## config.mk

```make
export PLATFORM = sky130hd
export DESIGN_NAME = button_stepped_tone_generator_unit
export DESIGN_NICKNAME = d
export VERILOG_FILES = /design/src/bstg_pkg.sv /design/src/bstg_core.sv /design/src/button_stepped_tone_generator_unit.sv
export SDC_FILE = /design/constraint.sdc
export NUM_CORES = 1
export LEC_CHECK = 0
export BUFFER_PORTS_ARGS = -buffer_cell sky130_fd_sc_hd__buf_2
export CORE_ASPECT_RATIO = 0.5
export CORE_MARGIN = 1.5
export CORE_UTILIZATION = 30
export DETAILED_ROUTE_END_ITERATION = 10
export HOLD_SLACK_MARGIN = 0.06
export SETUP_SLACK_MARGIN = 0.5
export SLEW_MARGIN = 20
export SYNTH_ARGS = -nofsm -noshare
export SYNTH_HDL_FRONTEND = slang
export SYNTH_SLANG_ARGS = --single-unit
export TNS_END_PERCENT = 30
```

## constraint.sdc

```tcl
create_clock -name clk -period 3.9 [get_ports clk]
set_clock_uncertainty 0.1 [all_clocks]
set_input_delay 0.195 -clock clk [delete_from_list [all_inputs] [get_ports clk]]
set_output_delay 0.195 -clock clk [all_outputs]
set_load 0.02 [all_outputs]
```

## src/bstg_pkg.sv

```systemverilog
// ----------------------------------------------------------------------------
// bstg_pkg
// Shared constants, result type and reload table for the stepped tone block.
// ----------------------------------------------------------------------------
package bstg_pkg;

  localparam int unsigned LEVEL_W    = 4;
  localparam int unsigned DEBOUNCE_W = 16;
  localparam int unsigned TICK_W     = 8;

  localparam logic [LEVEL_W-1:0]    LEVEL_MIN      = 4'd1;
  localparam logic [LEVEL_W-1:0]    LEVEL_MAX      = 4'd9;
  localparam logic [DEBOUNCE_W-1:0] DEBOUNCE_RESET = 16'd230;
  localparam logic [TICK_W-1:0]     TICK_TOP       = 8'hFF;

  // one result transaction
  typedef struct packed {
    logic [LEVEL_W-1:0] level;
    logic               wave;
    logic               led;
    logic               level_changed;
  } result_t;

  // timer reload value per level, out-of-range levels use the top entry
  function automatic logic [TICK_W-1:0] reload_for_level(input logic [LEVEL_W-1:0] lvl);
    logic [TICK_W-1:0] val;
    case (lvl)
      4'd1:    val = 8'd14;
      4'd2:    val = 8'd141;
      4'd3:    val = 8'd184;
      4'd4:    val = 8'd207;
      4'd5:    val = 8'd222;
      4'd6:    val = 8'd233;
      4'd7:    val = 8'd240;
      4'd8:    val = 8'd247;
      default: val = 8'd250;
    endcase
    return val;
  endfunction

endpackage

```

## src/bstg_core.sv

```systemverilog
// ----------------------------------------------------------------------------
// bstg_core
// Debounce, ping-pong level stepping, tone timer and LED toggle state.
// ----------------------------------------------------------------------------
module bstg_core (
  input  logic                               clk,
  input  logic                               rst_n,
  input  logic                               cfg_wr,
  input  logic [bstg_pkg::DEBOUNCE_W-1:0]    cfg_debounce_ticks,
  input  logic                               step_en,
  input  logic                               button_held,
  input  logic                               led_toggle_request,
  output bstg_pkg::result_t                  result
);

  logic [bstg_pkg::DEBOUNCE_W-1:0] debounce_ticks_r;
  logic [bstg_pkg::LEVEL_W-1:0]    level_r, level_nxt;
  logic                            down_r, down_nxt;
  logic [bstg_pkg::DEBOUNCE_W-1:0] left_r, left_nxt;
  logic                            wait_r, wait_nxt;
  logic [bstg_pkg::TICK_W-1:0]     tick_r, tick_nxt;
  logic                            wave_r, wave_nxt;
  logic                            led_r, led_nxt;
  logic                            changed;

  // next state for one tick
  always_comb begin
    level_nxt = level_r;
    down_nxt  = down_r;
    left_nxt  = left_r;
    wait_nxt  = wait_r;
    changed   = 1'b0;

    // button debounce and level step
    if (button_held) begin
      if (!wait_r) begin
        if (left_r != '0) begin
          left_nxt = left_r - 1'b1;
        end
        if (left_nxt == '0) begin
          changed  = 1'b1;
          wait_nxt = 1'b1;
          if (down_r) begin
            if (level_r > bstg_pkg::LEVEL_MIN) begin
              level_nxt = level_r - 1'b1;
            end
            if (level_nxt <= bstg_pkg::LEVEL_MIN) begin
              down_nxt = 1'b0;
            end
          end else begin
            if (level_r < bstg_pkg::LEVEL_MAX) begin
              level_nxt = level_r + 1'b1;
            end
            if (level_nxt >= bstg_pkg::LEVEL_MAX) begin
              down_nxt = 1'b1;
            end
          end
        end
      end
    end else begin
      left_nxt = debounce_ticks_r;
      wait_nxt = 1'b0;
    end

    // tone timer, reload uses the level after stepping
    if (tick_r == bstg_pkg::TICK_TOP) begin
      tick_nxt = bstg_pkg::reload_for_level(level_nxt);
      wave_nxt = !wave_r;
    end else begin
      tick_nxt = tick_r + 1'b1;
      wave_nxt = wave_r;
    end

    led_nxt = led_toggle_request ? !led_r : led_r;
  end

  // configuration register
  always_ff @(posedge clk) begin
    if (!rst_n) begin
      debounce_ticks_r <= bstg_pkg::DEBOUNCE_RESET;
    end else if (cfg_wr) begin
      debounce_ticks_r <= cfg_debounce_ticks;
    end
  end

  // state advances once per accepted transaction
  always_ff @(posedge clk) begin
    if (!rst_n) begin
      level_r <= bstg_pkg::LEVEL_MIN;
      down_r  <= 1'b0;
      left_r  <= bstg_pkg::DEBOUNCE_RESET;
      wait_r  <= 1'b0;
      tick_r  <= '0;
      wave_r  <= 1'b0;
      led_r   <= 1'b0;
    end else if (step_en) begin
      level_r <= level_nxt;
      down_r  <= down_nxt;
      left_r  <= left_nxt;
      wait_r  <= wait_nxt;
      tick_r  <= tick_nxt;
      wave_r  <= wave_nxt;
      led_r   <= led_nxt;
    end
  end

  assign result.level         = level_nxt;
  assign result.wave          = wave_nxt;
  assign result.led           = led_nxt;
  assign result.level_changed = changed;

endmodule

```

## src/button_stepped_tone_generator_unit.sv

```systemverilog
// ----------------------------------------------------------------------------
// button_stepped_tone_generator_unit
// Debounced ping-pong level selector driving a table-reloaded tone timer.
// ----------------------------------------------------------------------------
// Each input transaction is one tick and yields exactly one result transaction.
// A tick is taken every clock cycle unless in_stall is high: the state update
// is a single pass of logic from the state registers, and the result lands in
// an output register backed by one skid entry, so input keeps flowing after
// the output stalls and in_stall rises only once the skid entry holds a result.
// The user must write the debounce threshold through the cfg port (always
// ready) only while the block is idle, which the block does not enforce; a
// new value takes effect at the next button release.
module button_stepped_tone_generator_unit (
  input  logic                            clk,
  input  logic                            rst_n,
  // configuration
  input  logic                            cfg_valid,
  output logic                            cfg_ready,
  input  logic [bstg_pkg::DEBOUNCE_W-1:0] cfg_debounce_ticks,
  // input ticks
  input  logic                            in_valid,
  output logic                            in_stall,
  input  logic                            in_button_held,
  input  logic                            in_led_toggle_request,
  // results
  output logic                            out_valid,
  input  logic                            out_stall,
  output logic [bstg_pkg::LEVEL_W-1:0]    out_level,
  output logic                            out_wave,
  output logic                            out_led,
  output logic                            out_level_changed
);

  bstg_pkg::result_t result;
  bstg_pkg::result_t out_r, out_nxt;
  bstg_pkg::result_t skid_r, skid_nxt;
  logic              out_v_r, out_v_nxt;
  logic              skid_v_r, skid_v_nxt;
  logic              in_acc;
  logic              out_free;

  assign cfg_ready = 1'b1;
  assign in_stall  = skid_v_r;
  assign in_acc    = in_valid && !skid_v_r;
  assign out_free  = !out_v_r || !out_stall;

  bstg_core u_core (
    .clk                (clk),
    .rst_n              (rst_n),
    .cfg_wr             (cfg_valid && cfg_ready),
    .cfg_debounce_ticks (cfg_debounce_ticks),
    .step_en            (in_acc),
    .button_held        (in_button_held),
    .led_toggle_request (in_led_toggle_request),
    .result             (result)
  );

  // output register with one skid entry
  always_comb begin
    out_nxt    = out_r;
    out_v_nxt  = out_v_r;
    skid_nxt   = skid_r;
    skid_v_nxt = skid_v_r;
    if (out_free) begin
      out_v_nxt  = skid_v_r || in_acc;
      out_nxt    = skid_v_r ? skid_r : result;
      skid_v_nxt = 1'b0;
    end else if (in_acc) begin
      skid_nxt   = result;
      skid_v_nxt = 1'b1;
    end
  end

  always_ff @(posedge clk) begin
    if (!rst_n) begin
      out_v_r  <= 1'b0;
      skid_v_r <= 1'b0;
    end else begin
      out_v_r  <= out_v_nxt;
      skid_v_r <= skid_v_nxt;
    end
  end

  always_ff @(posedge clk) begin
    out_r  <= out_nxt;
    skid_r <= skid_nxt;
  end

  assign out_valid         = out_v_r;
  assign out_level         = out_r.level;
  assign out_wave          = out_r.wave;
  assign out_led           = out_r.led;
  assign out_level_changed = out_r.level_changed;

endmodule
```

# Word level (Yosys, flattened, before mapping)
# Memory sizes are Yosys's and may differ from the RTL's.
# Cells that the tools add are included.
# word_totals
regBits,64
mem_bits_ro,128
out_inout_bits,10
word_cells,77
memories,1
# op_classes
add_sub_neg,4
order_cmp,4
n_eq_ne,2
mux,31
bitwise,3
reduce_logical,14
# mem_list
memory,depth,width,rd,rd_ports_with_merged_regs,write_ports,line_no,text
(name not given),16,8,1,0,0,bstg_pkg.sv:27,case (lvl)
# op_table
op,n
$mux 16,5
$mux 4,14
$logic_not 16->1,1
$reduce_bool 16->1,1
$sub 16x1->16 const B,1
$mux 1,10
$add 8x1->8 const B,1
$eq 8x8->1 const B,1
$mux 8,1
$mux 7,1
$logic_not 1->1,5
$add 4x1->4 const B,1
$ge 4x4->1 const B,1
$gt 4x1->1 const B,1
$le 4x1->1 const B,1
$lt 4x4->1 const B,1
$reduce_and 2->1,2
$reduce_and 4->1,1
$sub 4x1->4 const B,1
$not 1->1,3
$logic_or 1x1->1,2
$ne 2x2->1 const B,1
$reduce_or 2->1,1
$logic_and 1x1->1,1

# Logic depth before layout (Yosys ltp)
# Gate-level depths: netlist of the first run.
# An unclocked memory read counts as a cell.
# logic_depth
ltp_word,14
mapped_depth,16
ltp_nobuf,14

# Modules after synthesis
# From an unflattened synthesis of the first run, not the netlist that was laid out.
# unflattened
hier_cells,473
hier_area_um2,4030.1
# by_module_without_submodules
mod,n_inst,cells_per_inst,area_per_inst_um2,seq_area_each_um2
bstg_core,1,441,3387.0,960.9
button_stepped_tone_generator_unit,1,32,643.1,460.4

# Least setup slack after synthesis of the first run
# No wires, ideal clock.
# synth_path
path_kind,reg2reg
start,register u_core.left_r[0] in the netlist's numbering
end,register u_core.tick_r[2] in the netlist's numbering
setup_time_ns,0.122
arrival_ns,3.821
required_time_ns,3.678
path_slack_ns,-0.142
path_stages_with_launch,16
n_path_buf,2
period_less_slack_ns,4.042
cell_sequence,dfxtp_1 buf_6 inv_1 ha_1 or4b_1 clkbuf_1 nor3_1 mux2i_1 nand4_2 a2111oi_4 a32oi_1 o211a_2 ha_1 mux2_1 a221oi_1 nor2_1
# synth_between
elab_chain_len,10
elab_cells_between_ends,11
cone_classes,add/sub (1); mux (7); reduce/logical (2); memory (1)
# synth_lines
item,line_no,text
from (decl),bstg_core.sv:19,"logic [bstg_pkg::DEBOUNCE_W-1:0] left_r, left_nxt;"
from (signal assigned),bstg_core.sv:91,left_r <= bstg_pkg::DEBOUNCE_RESET;
from (signal assigned),bstg_core.sv:99,left_r <= left_nxt;
$sub 16x1->16 or $reduce_bool 16->1 (tied branches),"bstg_core.sv:38, bstg_core.sv:37",
$mux 16 (*),bstg_core.sv:37,if (left_r != '0) begin
$mux 16 (*),bstg_core.sv:36,if (!wait_r) begin
$mux 16 (*),bstg_core.sv:35,if (button_held) begin
$logic_not 16->1 (*),bstg_core.sv:40,if (left_nxt == '0) begin
$mux 4 (*),bstg_core.sv:40,
$mux 4 (*),bstg_core.sv:36,
$mux 4 (*),bstg_core.sv:35,
$mem_v2 16x8 (*),--,
$mux 8 (*),bstg_core.sv:66,if (tick_r == bstg_pkg::TICK_TOP) begin
to (signal assigned),bstg_core.sv:101,tick_r <= tick_nxt;
to (decl),bstg_core.sv:21,"logic [bstg_pkg::TICK_W-1:0] tick_r, tick_nxt;"
# Every way passes the cells marked *; elsewhere a longest branch is shown, timed or not. The select of a mux whose other input is x is not followed.
# A chain may end at the register's enable or synchronous reset.

# Final worst setup path of the first run
# Same ends and word-level chain as after synthesis.

==> results.cfg, run 1 <==
[critical_path]
start_kind = flop
path_max_fanout = 5
timing.rr.end = u_core.tick_r[2]
crit_required_ns = 4.02
crit_path_end_kind = flop
path_class = reg2reg
r2r_cells = 12
reg2reg_from = u_core.left_r[0]
crit_arrival_ns = 3.75
ff2ff_setup_slack_ns = 0.28

[cts]
worstSkewPairLatency_ns = 0.34
cts_max_level = 3
cts.path.max_buffers = 2
cts_tree = done
cts.sinks = 64
numCtsBuffers = 9
cts.clk_slew.worst_paths_ns = 0.06
root_buffer = clkbuf_16

[pwr]
p_leak_nw = 1.89
peakVddDrop_v = 0.000229
power_mw = 1.72
powerDensity_mw_per_mm2 = 340

[grt]
grt_pass1_vias = 3463
antenna_found_initial = 0
grt_max_degree = 51
grt.overflow.total = 0
grt_pass1_wl_um = 17100
grtUsageTotal = 0.151

[detailed_routing]
antenna_left = 0
via_per_inst = 5.23
num_vias = 3593
drc = 0
drtIter0Drc = 176
wl_per_cell_um = 15.1
drt_wl_total_um = 10400
dr.pass1.iters = 4

[synthesis]
synth_edf_count = 14
synth_cells = 449
synth_nets = 482
ys.flop_type = dfxtp_1
netlist_area_mm2 = 0.00398
yosysSeqAreaShare = 0.357
synth_area_per_cell_um2 = 8.86
yosys_warnings = 0
netlist-cell-type-count = 78
synth.ff_latch_count = 64
async_flop_share = 0

[timing]
tightest_slew_ns = 0.866
max-slew-margin-rel = 0.423
min_period_ns = 3.62
fin_ws_ns = 0.277
timing.fmax_mhz = 276
setup_violations = 0
slew_violations = 0
hold_slack_ns = 0.0890
rsz0062_at_grt = yes
period_share = 0.929
finalHoldViolations = 0
tns_ns = 0

[floorplan]
die_w_um = 166
die_area_mm2 = 0.0140
num_io_pins = 33
rows = 29
die_h_um = 84.4
start_util = 0.311
coreArea_mm2 = 0.0128

[hold_path]
hold_path_depth = 3
whs_endpoint = in_stall
hp-start = in_valid
hold_class = in2reg

[final_layout]
nNetsFinal = 545
drive_gt1_frac = 0.261
num_antenna_cells = 0
final_cell_area_mm2 = 0.00506
multi_input_area_mm2 = 0.00249
fillCellCount = 1284
final-seq-area_mm2 = 0.00143
syn_to_final_growth_pct = 27.3

[place]
pre_cts_ws_ns = -0.0655
dpl_cell_area_mm2 = 0.00437
gp_congestion = 0.878
dp_hpwl_um = 6580
io_buffers = 31

[job]
maxCapViolations = 0

[outcome]
status = finished clean
## through the flow
stage / instances / util
floorplan: 449 / -
global placement: 634 / 0.341
detailed placement: 634 / 0.341
CTS: 682 / 0.391
global route: 687 / 0.395
finish: 687 / 0.395
## routing by layer
metal,routed length [µm],vias up,GRT usage
met4,171,0,0.0647
met3,366,11,0.0363
met5,0,-,0
met2,4750,84,0.242
met1,5090,1712,0.195
li1,-,1786,-
## worst max-delay path: stages (launching register included)
cell       delay (ns)
dfxtp_2          0.33
buf_6            0.11
or4_4            0.55
or2_4            0.29
a221oi_4         0.29
nand3_1          0.12
nand4b_1         0.30
a2111oi_4        0.39
xnor2_4          0.22
ha_4             0.26
mux2_4           0.27
a221oi_2         0.23
nor2_1           0.05
## cells in the mapped netlist (3+ instances only)
cell type  instances  area [µm²]
dfxtp_1           50        1000
nand2_1           38         143
nor2_1            35         131
o21ai_0           27         135
mux2i_1           25         250
nor2b_1           24         150
a21oi_1           22         110
clkbuf_1          17        63.8
nor3_1            15        75.1
edfxtp_1          14         420
inv_1             14        52.6
nand3_1           14        70.1
a31oi_1           10        62.6
ha_1              10         125
mux2_2             7        78.8
o22ai_1            6        37.5
nand2b_1           5        31.3
o211ai_1           5        37.5
or3_1              5        31.3
or4_1              5        37.5
and2_1             4        25.0
and3_1             4        25.0
buf_6              4        45.0
o21a_1             4        30.0
xnor2_1            4        35.0
buf_2              3        15.0
nor3b_1            3        22.5
o221a_2            3        33.8
o2bb2ai_1          3        26.3
o31a_2             3        30.0
o31ai_1            3        22.5
## how the worst max path moves through the flow
stage,start,endpoint,slack (ns),depth (start not counted)
after floorplan,u_core.left_r[0],u_core.tick_r[2],0.22,15
after global placement,u_core.left_r[1],u_core.tick_r[2],-0.02,13
after detailed placement,u_core.left_r[1],u_core.tick_r[0],-0.07,13
after CTS,u_core.left_r[0],u_core.tick_r[2],0.35,12
after global routing,u_core.left_r[0],u_core.tick_r[2],0.13,12
final,u_core.left_r[0],u_core.tick_r[2],0.28,12
## layout by cell type (no fill, tap or decap), types with 3 or more instances in the layout
cell type	count
a2111oi_4	3
a21oi_1	22
a31oi_1	10
and2_1	4
and3_1	4
buf_2	31
buf_4	31
buf_6	3
clkbuf_16	9
dfxtp_1	47
dfxtp_2	3
dlygate4sd3_1	16
edfxtp_1	14
ha_1	7
ha_4	3
inv_1	11
mux2_2	6
mux2_4	4
mux2i_1	23
nand2_1	38
nand2b_1	5
nand3_1	14
nor2_1	35
nor2b_1	24
nor3_1	14
o211ai_1	5
o21a_1	4
o21ai_0	26
o221a_2	3
o22ai_1	5
o2bb2ai_1	3
o31a_2	3
o31ai_1	3
or3_1	5
or4_1	3
or4_4	3
xnor2_1	3
## layout make-up
class                      instances  area share
multi-input combinational        341       0.493
sequential                        64       0.281
timing repair buffer              82       0.119
clock buffer                      11      0.0479
tap                              170      0.0420
inverter                          14      0.0109
clock inverter                     5     0.00642
## state kept, by name (all words and copies together), names as in the netlist
register,count
u_core.debounce_ticks_r,16
out_wave,1
u_core.left_r,16
in_stall,1
skid_r,7
u_core.wait_r,1
out_led,1
u_core.level_r,4
out_level,4
u_core.wave_r,1
u_core.down_r,1
u_core.tick_r,8
out_valid,1
u_core.led_r,1
out_level_changed,1
## cell families after synthesis
logic type      Yosys count  synth area share
simple gates            174             0.240
compound gates          115             0.206
xor+xnor                  6            0.0132
mux                      35            0.0921
fa+ha+maj                10            0.0314
flops                    64             0.357
buf+inv                  44            0.0588
other cells               1          0.000942
## power breakdown
group	total [mW]	switching (mW)	internal (mW)
sequential	0.734	0.0271	0.707
clock	0.752	0.305	0.446
combinational	0.237	0.129	0.108
total	1.72	0.462	1.26
## repair_timing
item | CTS | global route
gates resized for setup | 18 | 4
pin swaps | 18 | 6
setup endpoints to repair | 14 | 14
hold buffers | 16 | 0
buffers inserted | 16 | 5
endpoints found under the hold margin | 16 | 0
(Power assumes the default switching activity.)
==> run 2, diff against run 1 <==
==> constraint.sdc (replaced) <==
create_clock -name clk -period 3.9 [get_ports clk]
set_clock_uncertainty 0.1 [all_clocks]
set_input_delay 0.39 -clock clk [delete_from_list [all_inputs] [get_ports clk]]
set_output_delay 0.39 -clock clk [all_outputs]
set_load 0.005 [all_outputs]
==> results.cfg, run 2 (same netlist as run 1, synthesis figures left out) <==
[final_layout]
final-seq-area_mm2 = 0.00143
nNetsFinal = 529
num_antenna_cells = 0
finalNonFillerCells = 671
mostFrequentLayoutCells = dfxtp_1 (47), nand2_1 (38), nor2_1 (35), buf_2 (31), buf_4 (31)
fillCellCount = 1300
mostFrequentLayoutCell = dfxtp_1
drive_gt1_frac = 0.269
final_core_util = 0.383
top_regs = u_core.debounce_ticks_r (16), u_core.left_r (16), u_core.tick_r (8)
syn_to_final_growth_pct = 23.3
multi_input_area_mm2 = 0.00249

[grt]
antenna_found_initial = 0
grt_pass1_vias = 3397
grt_max_degree = 51
grt.overflow.total = 0
grt_pass1_wl_um = 16800
grtUsageTotal = 0.149

[place]
gp_congestion = 0.878
io_buffers = 31
dp_hpwl_um = 6580
place_inst = 634

[critical_path]
start_kind = flop
path_class = reg2reg
path_max_fanout = 5
crit_path_end_kind = flop
crit_required_ns = 4.03
crit_arrival_ns = 3.76

[pwr]
intPower_mw = 1.25
powerDensity_mw_per_mm2 = 348
clkPwrFrac = 0.443
p_switching_mw = 0.455
power_mw = 1.71
p_comb_frac = 0.127
p_leak_nw = 1.82
pwr-share-seq = 0.431
peakVddDrop_v = 0.000235
netSwitchingFraction = 0.267

[detailed_routing]
num_vias = 3526
dr.pass1.iters = 4
wl_per_cell_um = 15.2
antenna_left = 0
drc = 0
drtIter0Drc = 185
via_per_inst = 5.25
drt_wl_total_um = 10200

[cts]
root_buffer = clkbuf_16
cts_tree = done
cts.path.max_buffers = 2
numCtsBuffers = 9
cts_max_level = 3
worstSkewPairLatency_ns = 0.34
cts.clk_slew.worst_paths_ns = 0.06
cts.sinks = 64

[timing]
slew_violations = 0
rsz0062_at_grt = yes
min_period_ns = 3.63
finalHoldViolations = 0
setup_violations = 0
hold_slack_ns = 0.177
timing.fmax_mhz = 276
tightest_slew_ns = 0.856
max-slew-margin-rel = 0.429
period_share = 0.931

[floorplan]
rows = 29
die_w_um = 166
die_h_um = 84.4
num_io_pins = 33
start_util = 0.311
die_area_mm2 = 0.0140
coreArea_mm2 = 0.0128

[hold_path]
hold_class = in2reg

[outcome]
status = finished clean

[job]
maxCapViolations = 0
[run 2: path summary, 6_finish.rpt]
check	cells past startpoint	slack [ns]	start	to
setup / recovery	12	0.27	u_core.left_r[0]	u_core.tick_r[2]
hold / removal	3	0.18	cfg_debounce_ticks[5]	u_core.debounce_ticks_r[5]
setup reg to reg	12	0.27	u_core.left_r[0]	u_core.tick_r[2]
hold reg to reg	2	0.38	u_core.debounce_ticks_r[2]	u_core.debounce_ticks_r[2]
[run 2: layout make-up]
| type | instances | area share |
|---|---|---|
| multi-input combinational | 341 | 0.509 |
| sequential | 64 | 0.291 |
| timing repair buffer | 66 | 0.0901 |
| clock buffer | 11 | 0.0495 |
| tap | 170 | 0.0434 |
| inverter | 14 | 0.0112 |
| clock inverter | 5 | 0.00663 |
[run 2: worst max-delay path: stages (launching register included)]
cell and delay [ns]:
dfxtp_2 0.34, buf_6 0.11, or4_4 0.55, or2_4 0.29, a221oi_4 0.29, nand3_1 0.12
nand4b_1 0.30, a2111oi_4 0.39, xnor2_4 0.22, ha_4 0.26, mux2_4 0.27, a221oi_2 0.23
nor2_1 0.05
[run 2: stage by stage]
step	cell area, µm²	TNS, ns	setup WS [ns]
3_3_place_gp	4370	-0.0175	-0.0175
4_1_cts	4840	0	0.355
6_report	4900	0	0.271
2_1_floorplan	4090	0	0.221
5_1_grt	4900	0	0.127
3_5_place_dp	4370	-0.121	-0.0655
[run 2: power groups by stage]
stage	registers, mW	clock network, mW	logic (mW)
after global routing	0.738	0.799	0.241
after CTS	0.733	0.770	0.212
after global placement	0.746	0	0.198
after detailed placement	0.746	0	0.200
final	0.734	0.755	0.216
after floorplan	0.738	0	0.153
[run 2: timing repair]
action	in CTS	in global routing
setup endpoints to repair	14	14
gates resized for setup	18	5
hold buffers	0	0
pin swaps	18	6
buffers inserted	16	5
hold endpoints to repair	0	0
[run 2: routing by layer]
metal,share of wire,GRT usage,vias up
met1,0.48,0.194,1666
met3,0.041,0.0344,20
met2,0.45,0.238,94
li1,-,-,1746
met4,0.024,0.0647,0
met5,0,0,-
==> run 3, diff against run 2 <==
--- a/config.mk
+++ b/config.mk
@@ -11,6 +11,7 @@
 export CORE_UTILIZATION = 30
 export DETAILED_ROUTE_END_ITERATION = 10
 export HOLD_SLACK_MARGIN = 0.06
+export REMOVE_ABC_BUFFERS = 1
 export SETUP_SLACK_MARGIN = 0.5
 export SLEW_MARGIN = 20
 export SYNTH_ARGS = -nofsm -noshare
==> results.cfg, run 3 (same netlist as run 1, synthesis figures left out) <==
[outcome]
status = finished clean

[pwr]
p_leak_nw = 1.90
power_mw = 1.95
peakVddDrop_v = 0.000171
powerDensity_mw_per_mm2 = 382

[final_layout]
nNetsFinal = 538
mostFrequentLayoutCells = dfxtp_1 (46), buf_4 (39), nand2_1 (38), nor2_1 (35), buf_2 (31)
syn_to_final_growth_pct = 28.6
num_antenna_cells = 0
mostFrequentLayoutCell = dfxtp_1
top_regs = u_core.debounce_ticks_r (16), u_core.left_r (16), u_core.tick_r (8)
finalNonFillerCells = 680
fillCellCount = 1240
drive_gt1_frac = 0.302
final_core_util = 0.399

[job]
maxCapViolations = 0

[grt]
grt_pass1_wl_um = 17300
grtUsageTotal = 0.152
grt_max_degree = 51
grt_pass1_vias = 3523
grt.overflow.total = 0
antenna_found_initial = 0

[cts]
cts_tree = done
cts.sinks = 64
root_buffer = clkbuf_16
cts_max_level = 3
cts.clk_slew.worst_paths_ns = 0.06
worstSkewPairLatency_ns = 0.33
postCtsHoldBufs = 0
numCtsBuffers = 9
cts.path.max_buffers = 2

[hold_path]
hp-start = cfg_debounce_ticks[2]
hold_class = in2reg
hold_path_depth = 3
whs_endpoint = u_core.debounce_ticks_r[2]

[floorplan]
num_io_pins = 33
start_util = 0.311
die_area_mm2 = 0.0140
coreArea_mm2 = 0.0128
die_h_um = 84.4
rows = 29
die_w_um = 166

[detailed_routing]
antenna_left = 0
wl_met2_um = 5170
wl_met1_um = 4640
met3_length_um = 525
top_layer_used = met4
wl_per_cell_um = 15.6
drt_wl_total_um = 10600
num_vias = 3634
drtIter0Drc = 241
via_per_inst = 5.34
drc = 0
dr.pass1.iters = 7

[timing]
fin_ws_ns = 0.159
min_period_ns = 3.74
slew_violations = 0
max-slew-margin-rel = 0.444
finalHoldViolations = 0
setup_violations = 0
hold_slack_ns = 0.174
timing.fmax_mhz = 267
period_share = 0.959
tightest_slew_ns = 0.833
rsz0062_at_grt = yes

[critical_path]
crit_chain = or4_4 -> nand2b_4 -> a2111oi_4 -> mux2i_2 -> a2111oi_4 -> buf_4 -> a32oi_2 -> o211a_4 -> inv_4 -> ha_4 -> mux2_4 -> a222oi_1 -> a311oi_1
crit_arrival_ns = 3.84
ff2ff_setup_slack_ns = 0.16
start_kind = flop
path_max_fanout = 5
timing.rr.end = u_core.tick_r[0]
crit_required_ns = 3.99
critPathSlowestCell = or4_4
path_class = reg2reg
reg2reg_from = u_core.left_r[1]
cp_common_cell = a2111oi_4
r2r_cells = 13
crit_path_end_kind = flop
crit_path_max_incr_delay_ns = 0.58

[place]
place_inst = 638
dp_hpwl_um = 6450
pre_cts_ws_ns = -0.0401
io_buffers = 31
gp_congestion = 0.888
run 3: cell count changes in the layout (fill, tap and decap cells not counted), sizes merged:
| cell | change |
|---|---|
| bufinv | +4 |
| inv | -1 |
| buf | +9 |
| clkinv | -2 |
| clkbuf | -2 |
| clkinvlp | +1 |
run 3: metal layers:
layer,global-route usage,vias up
met5,0,-
met4,0.0524,0
met3,0.0434,30
met2,0.266,97
met1,0.180,1738
li1,-,1769
run 3: worst max path at each step:
| stage | end | cells after the start | startpoint | slack (ns) |
|---|---|---|---|---|
| after CTS | u_core.tick_r[0] | 17 | u_core.left_r[0] | 0.27 |
| after detailed placement | u_core.tick_r[2] | 14 | u_core.left_r[1] | -0.04 |
| after floorplan | u_core.tick_r[2] | 13 | u_core.left_r[0] | -0.08 |
| after global placement | u_core.tick_r[2] | 14 | u_core.left_r[0] | 0.07 |
| final | u_core.tick_r[0] | 13 | u_core.left_r[1] | 0.16 |
| after global routing | u_core.tick_r[0] | 15 | u_core.left_r[0] | 0.04 |
run 3: area by class of cell:
type	count	area (µm²)	share of cell area
multi-input cells	341	2540	0.497
flip-flops and latches	64	1430	0.279
repair buffers	75	504	0.0986
clock buffers	9	225	0.0440
well taps	170	213	0.0416
clock inverters	7	144	0.0281
inverters	14	57.6	0.0113
run 3: critical path, delay by kind of cell (launching register included):
family                   cells  cell delay [ns]
AND/OR/NAND/NOR              2             0.76
multiplexers                 2             0.62
flip-flops                   1             0.34
adder cells (fa/ha/maj)      1             0.16
AO/OA/AOI/OAI                6             1.38
buffers and inverters        2             0.23
run 3: through the flow:
step	setup TNS, ns	area (µm²)
global placement	0	4300
global route	0	5110
detailed placement	-0.0401	4300
finish	0	5110
floorplan	-0.103	3800
CTS	0	4980
run 3: what timing repair did:
action	CTS	global route
resized for setup	36	18
setup endpoints to repair	13	18
setup buffers	19	7
pin swaps	13	14
run 3: where the power goes:
part / internal (mW) / total [mW] / leakage [nW] / switching [mW]
Clock: 0.690 / 0.997 / 0.172 / 0.308
Sequential: 0.707 / 0.738 / 0.548 / 0.0314
Combinational: 0.100 / 0.218 / 1.18 / 0.118
